$ cat src/rtl/ipd_pkg.sv
// Shared types and constants for the IR pulse-distance decoder.
`default_nettype none

package ipd_pkg;

  localparam int unsigned TIME_W   = 32;
  localparam int unsigned CODE_W   = 32;
  localparam int unsigned DIGIT_W  = 4;
  localparam int unsigned CFG_IDX_W = 1;
  localparam int unsigned IDX_W    = 7;
  localparam int unsigned KEY_COUNT = 10;

  typedef logic [TIME_W-1:0]       time_t;
  typedef logic [CODE_W-1:0]       code_t;
  typedef logic [DIGIT_W-1:0]      digit_t;
  typedef logic [CFG_IDX_W-1:0]    cfg_idx_t;
  typedef logic signed [IDX_W-1:0] bit_idx_t;

  // Configuration register indexes
  localparam cfg_idx_t REG_START_GAP = 1'd0;
  localparam cfg_idx_t REG_ONE_BIT   = 1'd1;

  localparam time_t START_GAP_RESET = 32'd182000;
  localparam time_t ONE_BIT_RESET   = 32'd30000;

  // Bit index runs from -1 (frame start seen) up to 32 (pattern full)
  localparam bit_idx_t IDX_FULL  = 7'sd32;
  localparam bit_idx_t IDX_START = -7'sd1;
  localparam bit_idx_t IDX_RESET = 7'sd0;

  typedef code_t key_table_t [KEY_COUNT];

  localparam key_table_t KEY_CODES = '{
    32'h00FF6897, 32'h00FF30CF, 32'h00FF18E7, 32'h00FF7A85, 32'h00FF10EF,
    32'h00FF38C7, 32'h00FF5AA5, 32'h00FF42BD, 32'h00FF4AB5, 32'h00FF52AD
  };

  typedef struct packed {
    logic   hit;
    digit_t digit;
  } key_match_t;

endpackage

`default_nettype wire

$ cat src/rtl/ipd_if.sv
// Valid/ready channel interfaces for capture items and decoded result items.
`default_nettype none

interface ipd_capture_if;
  import ipd_pkg::*;
  logic  valid;
  logic  ready;
  time_t capture_time;

  modport source (output valid, output capture_time, input ready);
  modport sink   (input valid, input capture_time, output ready);
endinterface

interface ipd_result_if;
  import ipd_pkg::*;
  logic   valid;
  logic   ready;
  code_t  code_word;
  logic   key_valid;
  digit_t key_digit;

  modport source (output valid, output code_word, output key_valid, output key_digit,
                  input ready);
  modport sink   (input valid, input code_word, input key_valid, input key_digit,
                  output ready);
endinterface

`default_nettype wire

$ cat src/rtl/ipd_key_lookup.sv
// Matches a 32-bit pattern against the ten key codes and returns the digit.
`default_nettype none

module ipd_key_lookup (
  input  ipd_pkg::code_t      pattern,
  output ipd_pkg::key_match_t match
);
  import ipd_pkg::*;

  // Scan from the top so the lowest matching digit wins
  always_comb begin
    match = '0;
    for (int k = KEY_COUNT - 1; k >= 0; k--) begin
      if (pattern == KEY_CODES[k]) begin
        match.hit   = 1'b1;
        match.digit = DIGIT_W'(k);
      end
    end
  end

endmodule

`default_nettype wire

$ cat src/rtl/ir_pulse_distance_decoder.sv
// Top level of the IR pulse-distance decoder.
// Each capture item (timer value at a falling IR edge) yields exactly one result item:
// the pattern so far, MSB first, and its key digit when it matches a key code. The
// block takes one capture per clock: the decode state (last edge time, bit index,
// pattern) updates in the cycle an item is accepted, and the result lands in one
// output register, valid in the cycle after acceptance; capture.ready stays high
// unless that register is full and not being taken. Thresholds are raw timer ticks;
// write them only while no item is in flight.
`default_nettype none

module ir_pulse_distance_decoder (
  input  logic                clk,
  input  logic                rst,
  input  logic                cfg_we,
  input  ipd_pkg::cfg_idx_t   cfg_index,
  input  ipd_pkg::time_t      cfg_wdata,
  ipd_capture_if.sink         capture,
  ipd_result_if.source        result
);
  import ipd_pkg::*;

  time_t      start_gap_ticks;
  time_t      one_bit_ticks;
  time_t      last_edge_time;
  code_t      pattern_reg;
  bit_idx_t   bit_index;

  code_t      pattern_next;
  bit_idx_t   bit_index_next;
  bit_idx_t   idx_inc;
  time_t      gap;
  logic       accept;
  key_match_t match;

  logic       out_valid;
  code_t      out_code;
  logic       out_key_valid;
  digit_t     out_key_digit;

  assign capture.ready = !rst && (!out_valid || result.ready);
  assign accept        = capture.valid && capture.ready;

  // Configuration registers
  always_ff @(posedge clk) begin
    if (rst) begin
      start_gap_ticks <= START_GAP_RESET;
      one_bit_ticks   <= ONE_BIT_RESET;
    end else if (cfg_we) begin
      case (cfg_index)
        REG_START_GAP: start_gap_ticks <= cfg_wdata;
        REG_ONE_BIT:   one_bit_ticks   <= cfg_wdata;
        default:       ;
      endcase
    end
  end

  // Decode step: gap, index advance, start test, bit set
  always_comb begin
    gap            = capture.capture_time - last_edge_time;
    idx_inc        = (bit_index < IDX_FULL) ? bit_index + 7'sd1 : bit_index;
    pattern_next   = pattern_reg;
    bit_index_next = idx_inc;
    if (gap >= start_gap_ticks) begin
      pattern_next   = '0;
      bit_index_next = IDX_START;
    end else if (idx_inc >= 7'sd0 && idx_inc < IDX_FULL && gap >= one_bit_ticks) begin
      pattern_next = pattern_reg | (code_t'(32'h8000_0000) >> idx_inc[4:0]);
    end
  end

  always_ff @(posedge clk) begin
    if (rst) begin
      last_edge_time <= '0;
      pattern_reg    <= '0;
      bit_index      <= IDX_RESET;
    end else if (accept) begin
      last_edge_time <= capture.capture_time;
      pattern_reg    <= pattern_next;
      bit_index      <= bit_index_next;
    end
  end

  ipd_key_lookup u_key_lookup (
    .pattern (pattern_next),
    .match   (match)
  );

  // Result register: load on accept, drop when taken
  always_ff @(posedge clk) begin
    if (rst) begin
      out_valid <= 1'b0;
    end else if (accept) begin
      out_valid <= 1'b1;
    end else if (result.ready) begin
      out_valid <= 1'b0;
    end
  end

  always_ff @(posedge clk) begin
    if (accept) begin
      out_code      <= pattern_next;
      out_key_valid <= match.hit;
      out_key_digit <= match.digit;
    end
  end

  assign result.valid     = out_valid;
  assign result.code_word = out_code;
  assign result.key_valid = out_key_valid;
  assign result.key_digit = out_key_digit;

endmodule

`default_nettype wire

$ cat src/flat_wrapper.sv
// flat-port wrapper written by rule: the top's interface ports become plain ports
module ir_pulse_distance_decoder_flat import ipd_pkg::*;
  (clk, rst, cfg_we, cfg_index, cfg_wdata, capture_valid, capture_capture_time, capture_ready, result_valid, result_code_word, result_key_valid, result_key_digit, result_ready);
  ipd_capture_if capture_i ();
  ipd_result_if result_i ();
  input  logic clk;
  input  logic rst;
  input  logic cfg_we;
  input  ipd_pkg::cfg_idx_t cfg_index;
  input  ipd_pkg::time_t cfg_wdata;
  input wire logic [$bits(capture_i.valid)-1:0] capture_valid;
  input wire logic [$bits(capture_i.capture_time)-1:0] capture_capture_time;
  output wire logic [$bits(capture_i.ready)-1:0] capture_ready;
  output wire logic [$bits(result_i.valid)-1:0] result_valid;
  output wire logic [$bits(result_i.code_word)-1:0] result_code_word;
  output wire logic [$bits(result_i.key_valid)-1:0] result_key_valid;
  output wire logic [$bits(result_i.key_digit)-1:0] result_key_digit;
  input wire logic [$bits(result_i.ready)-1:0] result_ready;
  assign capture_i.valid = capture_valid;
  assign capture_i.capture_time = capture_capture_time;
  assign capture_ready = capture_i.ready;
  assign result_valid = result_i.valid;
  assign result_code_word = result_i.code_word;
  assign result_key_valid = result_i.key_valid;
  assign result_key_digit = result_i.key_digit;
  assign result_i.ready = result_ready;
  ir_pulse_distance_decoder u_core (.clk(clk), .rst(rst), .cfg_we(cfg_we), .cfg_index(cfg_index), .cfg_wdata(cfg_wdata), .capture(capture_i), .result(result_i));
endmodule
$ cat config.mk
export PLATFORM = sky130hd
export DESIGN_NAME = ir_pulse_distance_decoder_flat
export DESIGN_NICKNAME = d
export VERILOG_FILES = /design/src/rtl/ipd_pkg.sv /design/src/rtl/ipd_if.sv /design/src/rtl/ipd_key_lookup.sv /design/src/rtl/ir_pulse_distance_decoder.sv /design/src/flat_wrapper.sv
export SDC_FILE = /design/constraint.sdc
export NUM_CORES = 1
export LEC_CHECK = 0
export ABC_CLOCK_PERIOD_IN_PS = 5100
export BUFFER_PORTS_ARGS = -buffer_cell sky130_fd_sc_hd__buf_2
export CORE_MARGIN = 10
export CORE_UTILIZATION = 54
export DETAILED_ROUTE_END_ITERATION = 8
export PLACE_DENSITY = 0.77
export SKIP_LAST_GASP = 1
export SLEW_MARGIN = 25
export SYNTH_ARGS = -nofsm -noshare
export SYNTH_HDL_FRONTEND = slang
export SYNTH_HIERARCHICAL = 1
export SYNTH_SLANG_ARGS = --single-unit
$ cat constraint.sdc
create_clock -name clk -period 5.1 [get_ports clk]
set_input_delay 0 -clock clk [delete_from_list [all_inputs] [get_ports clk]]
set_output_delay 0 -clock clk [all_outputs]
set_load 0.01 [all_outputs]
# --- After elaboration in Yosys (flattened, before gate mapping) ---
# Cells that the tools add are included.
word_totals:
  reg_bits: 173
  in_bits: 70
  out_inout_bits: 39
op_classes:
  addsub: 2
  n_lt_le_gt_ge: 5
  eq_ne: 10
  shifts: 1
  mux: 15
  bitwise_logic: 2
  reduce_logical: 14
op_table:
  columns: ["cell", "count"]
  rows:
  - ["== test 32 x 24 -> 1 bit (second input constant)", 10]
  - ["greater-or-equal comparator 32 bit", 2]
  - ["2-to-1 mux 32 bit", 2]
  - ["bitwise OR 32 bit", 1]
  - ["right shift 32 x 5 -> 32 bit (first input constant)", 1]
  - ["subtractor 32 bit", 1]
  - ["< comparator 7 bit (second input constant)", 2]
  - ["2-to-1 mux 7 bit", 2]
  - ["2-to-1 mux 3 bit", 4]
  - ["OR reduction 9 bit", 1]
  - ["OR reduction 8 bit", 1]
  - ["adder 7 x 2 -> 7 bit (second input constant)", 1]
  - ["greater-or-equal comparator 7 x 1 -> 1 bit (second input constant)", 1]
  - ["2-to-1 mux 5 bit", 1]
  - ["logical AND 1 bit", 4]
  - ["2-to-1 mux 2 bit", 2]
  - ["2-to-1 mux 4 bit", 1]
  - ["AND reduction 2 bit", 2]
  - ["OR reduction 4 bit", 1]
  - ["2-to-1 mux 1 bit", 3]
  - ["zero test 1 bit", 2]
  - ["nonzero test 2 bit", 1]
  - ["OR reduction 2 bit", 1]
  - ["logical OR 1 bit", 1]
  - ["NOT 1 bit", 1]

# --- Logic depth before layout (Yosys ltp) ---
logic_depth:
  word_depth: 17
  depth_mapped: 28

# --- Cells and area by module ---
# The synthesis kept the hierarchy.
by_module_without_submodules:
  columns: ["module", "instances", "cells_per_inst", "area_per_inst_um2", "seq_area_each_um2"]
  rows:
  - ["ir_pulse_distance_decoder", 1, 1162, 9845.7, 3833.7]
  - ["ipd_key_lookup", 1, 47, 356.6, 0.0]

# --- Worst setup path after synthesis ---
# No wires, ideal clock.
synth_path:
  kind: "flip-flop to flip-flop"
  startpoint: "reg u_core.last_edge_time[0]"
  endpoint: "reg u_core.out_key_valid, in the netlist u_core/result.key_valid (data pin)"
  setup_time_ns: 0.162
  arrival_ns: 5.350
  setup_slack_ns: -0.412
  stages_incl_launch_ff: 25
  path_cell_list: "dfxtp_1 -> ha_1 -> inv_1 -> fa_1 -> a21oi_1 -> o211ai_2 -> o211ai_2 -> or4_4 -> a311oi_4 -> a2111o_2 -> a311o_1 -> a21oi_1 -> ha_1 -> and4_1 -> nand2_1 -> or2_1 -> o21ai_0 -> a21oi_1 -> o22ai_2 -> a21oi_1 -> nor2_1 -> nor4b_2 -> nand4_1 -> a2111o_1 -> o2111ai_1"
synth_between:
  elab_chain_len: 7
  elab_cells_between_ends: 18
  classes_between: "add/sub: 1; order compare: 2; eq/ne: 10; mux: 3; reduce/logical: 2"
synth_lines:
  columns: ["element", "line", "rtl"]
  rows:
  - ["start: declaration", "ir_pulse_distance_decoder.sv:24", "time_t last_edge_time;"]
  - ["start signal: assignment", "ir_pulse_distance_decoder.sv:77", "last_edge_time <= capture.capture_time;"]
  - ["subtractor 32 bit (*)", "ir_pulse_distance_decoder.sv:59", "gap = capture.capture_time - last_edge_time;"]
  - ["greater-or-equal comparator 32 bit", "ir_pulse_distance_decoder.sv:66", "end else if (idx_inc >= 7'sd0 && idx_inc < IDX_FULL && gap >= one_bit_ticks) begin"]
  - ["logical AND 1 bit", "ir_pulse_distance_decoder.sv:66", null]
  - ["2-to-1 mux 32 bit", "ir_pulse_distance_decoder.sv:66", null]
  - ["2-to-1 mux 32 bit (*)", "ir_pulse_distance_decoder.sv:63", "if (gap >= start_gap_ticks) begin"]
  - ["named net u_core.pattern_next[28]", "ir_pulse_distance_decoder.sv:28", "code_t pattern_next;"]
  - ["== test 32 x 24 -> 1 bit", "ipd_key_lookup.sv:14", "if (pattern == KEY_CODES[k]) begin"]
  - ["OR reduction 9 bit (no source line) / 2-to-1 mux 5 bit (equally long branches)", null, null]
  - ["end signal: assignment", "ir_pulse_distance_decoder.sv:102", "out_key_valid <= match.hit;"]
  - ["end: declaration", "ir_pulse_distance_decoder.sv:37", "logic out_key_valid;"]
# Mark *: on every way through the listed nets, which the timed path passes. The rest lies on a longest branch.
# A chain may end at the register's enable or synchronous reset.

# --- Final worst setup path ---
# Ends and elaborated chain as after synthesis.

==> metrics.txt <==
crit path capture=u_core/result.key_valid; fmax=0.179 GHz; CTS tree=built; Crit path arrival time=5880 ps; Fillers=1306; most frequent cells in the layout=177 x nand2_1, 155 x buf_4, 134 x dfxtp_1, 131 x a21oi_1, 108 x buf_2; largest net degree at the start of global routing=85; RSZ-0062 raised after global routing=true; outcome=complete, but fails checks; Final setup viols=5; Syn Inst Count=1209; First DRT Iteration DRCs=952; Final Hold Fails=0; Routed Antenna Nets=0; Clock Tree Buf Depth=2; pwr/cell area=319 mW/mm^2; CTS sink count=173; Gate power share=0.360; fin crit period=5590 ps; Layout Nets=1680; DRC viols=0; synth-to-layout area growth=36.4%; Final HPWL DP=19.7 mm; LEAKAGE=0.00583 uW; area leader, netlist=dfxtp_1; max cap viols=0; first-pass GRT wire length=47.5 mm; Final WS setup=-495 ps; Util after Layout=0.746; GRT overflow=0; first-pass iteration count of the detailed router=5; worst min-delay path class=in -> reg; Reg-to-Reg Start=u_core/last_edge_time[0]; Reg2Reg Setup Slack=-490 ps; Worst-path clk slew=70 ps; critical path data required time=5390 ps; failing checks=negative setup slack; Pins Over Slew Limit=0; top post-synthesis cells by area=dfxtp_1 27%, ha_1 12%, edfxtp_1 11%; Post-Syn Area=0.0102 mm^2; final WL=29.7 mm; Worst Skew=13.4 ps; CP startpoint=u_core/last_edge_time[0]; CTS Root Buffer Type=clkbuf_16; Placer Congestion=0.915; Yosys warnings=6; Crit Path Max Fanout=7; Net Sw Frac=0.340; die area=0.0248 mm^2; crit path kind=reg -> reg; distinct cell type count after synthesis=75; Pwr Total=4440 uW; share of layout cells above drive strength 1=0.282; # IOs=109; slowest stage delay, CP=580 ps; Storage cell area=0.00384 mm^2; Worst Max-Slew Pin Slew=1020 ps; Syn Nets=1376; die width=157 um; TritonCTS buffer count=17; port bufs=108; Starting Density=0.547; crit start category=flop; initial antenna violation count=1; vias per inst=5.70; Mapped Avg Cell Area=8.44 um^2; per-cell routed wire length=16.8 um; reg2reg path depth=25; area of the multi-input gates=0.00623 mm^2; vias in the first global route=9991; Reg power frac=0.338; Slew HR=0.323; worst skew pair latency=440 ps; CORE AREA=0.0186 mm^2; R2R Path End=u_core/result.key_valid; Core Rows=50; worst IR drop on VDD=0.299 mV; Seq cells post-synth=173; Critical Path Sink Type=flop; top cell type's share of synthesized area=0.267; post-synthesis sequential area ratio=0.376; commonest non-fill, non-tap cell in the layout=nand2_1; post-route clock period utilization=1.10; Via Count=10000; sw power=1510 uW; Cell Int Power=2930 uW; Max H-tree Level=4; overall global routing resource usage=0.233; EDFF count, synth=37; most used flip-flop cell after synthesis=dfxtp_1; Clk pwr share=0.302; Die Ht=157 um; hold path depth=4; slowest CP cell=or4_4; async set-reset flop share out of synthesis=0
==> worst max-delay path: cells and delay by family (launching register included) <==
family,cells,cell delay (ps)
simple gates,8,2100
fa+ha+maj,3,710
flops,1,340
compound gates,10,1780
buf+inv,3,350
xor+xnor,1,170
==> synth_stat cells (all sizes together) (4+ instances only) <==
master / count
buf: 20
a22oi: 37
a21oi: 155
xor2: 11
nand3: 33
o31ai: 33
o211ai: 19
nor3: 15
or2: 4
nor2b: 14
and4: 5
a21o: 35
dfxtp: 136
nor2: 66
inv: 106
o21bai: 5
xnor2: 20
and2: 6
clkbuf: 38
nand2: 178
a211oi: 4
edfxtp: 37
nand4: 17
o21a: 8
ha: 96
nand2b: 14
a211o: 5
o21ai: 32
o22ai: 14
==> stage by stage <==
step	area [um^2]	setup TNS (ps)	setup WS [ps]	std cells	hold WS (ps)
2_1_floorplan	10400	-145	-93.0	1209	54.7
3_3_place_gp	12100	-1770	-455	1637	213
3_5_place_dp	12100	-2240	-557	1637	224
4_1_cts	13600	-1140	-322	1749	137
5_1_grt	13900	-3480	-737	1761	175
6_report	13900	-2110	-495	1761	131
==> cell families (layout without fill, tap and decap cells) <==
kind of cell / after synthesis / in the layout / share of synthesized area
AND/OR/NAND/NOR: 375 / 375 / 0.176
AO/OA/AOI/OAI: 367 / 367 / 0.239
flip-flops: 173 / 173 / 0.376
buffers and inverters: 164 / 481 / 0.0614
adder cells (fa/ha/maj): 97 / 97 / 0.120
XOR/XNOR: 31 / 31 / 0.0266
multiplexers: 2 / 2 / 0.00221
other: 0 / 1 / 0
==> power by group through the flow <==
stage | logic (uW) | clock network (uW) | registers (uW)
3_3_place_gp | 1310 | 0 | 1530
3_5_place_dp | 1340 | 0 | 1530
4_1_cts | 1510 | 1350 | 1500
6_report | 1600 | 1340 | 1500
2_1_floorplan | 903 | 0 | 1520
5_1_grt | 1740 | 1410 | 1510
==> timing repair <==
item,in CTS,in global routing
gates cloned,1,0
pin swaps,31,45
resized for setup,42,43
buffers inserted,13,12
endpoints found under the setup margin,5,14
hold buffers,66,0
hold endpoints to repair,97,0
==> worst min path at each step <==
stage	from	endpoint
floorplan	rst	capture_ready
global placement	capture_capture_time[14]	u_core/last_edge_time[14]
detailed placement	capture_capture_time[14]	u_core/last_edge_time[14]
CTS	rst	u_core/bit_index[2]
global route	rst	u_core/bit_index[2]
finish	rst	u_core/bit_index[2]
==> area by class of cell <==
class                      count  area share
sequential                   173       0.276
clock buffer                  18      0.0316
timing repair buffer         343       0.184
inverter                     106      0.0288
clock inverter                14      0.0112
multi-input combinational    872       0.448
antenna                        1    0.000180
tap                          234      0.0210
==> layer usage <==
| layer | GRT usage | routed length [um] | part of all wire | up-vias |
|---|---|---|---|---|
| li1 | - | - | - | 4912 |
| met5 | 0 | 0 | 0 | - |
| met4 | 0.0939 | 913 | 0.031 | 0 |
| met1 | 0.279 | 12200 | 0.41 | 4715 |
| met3 | 0.0437 | 1780 | 0.060 | 77 |
| met2 | 0.402 | 14800 | 0.50 | 341 |
Note: power is estimated with default switching activity, not from simulation.
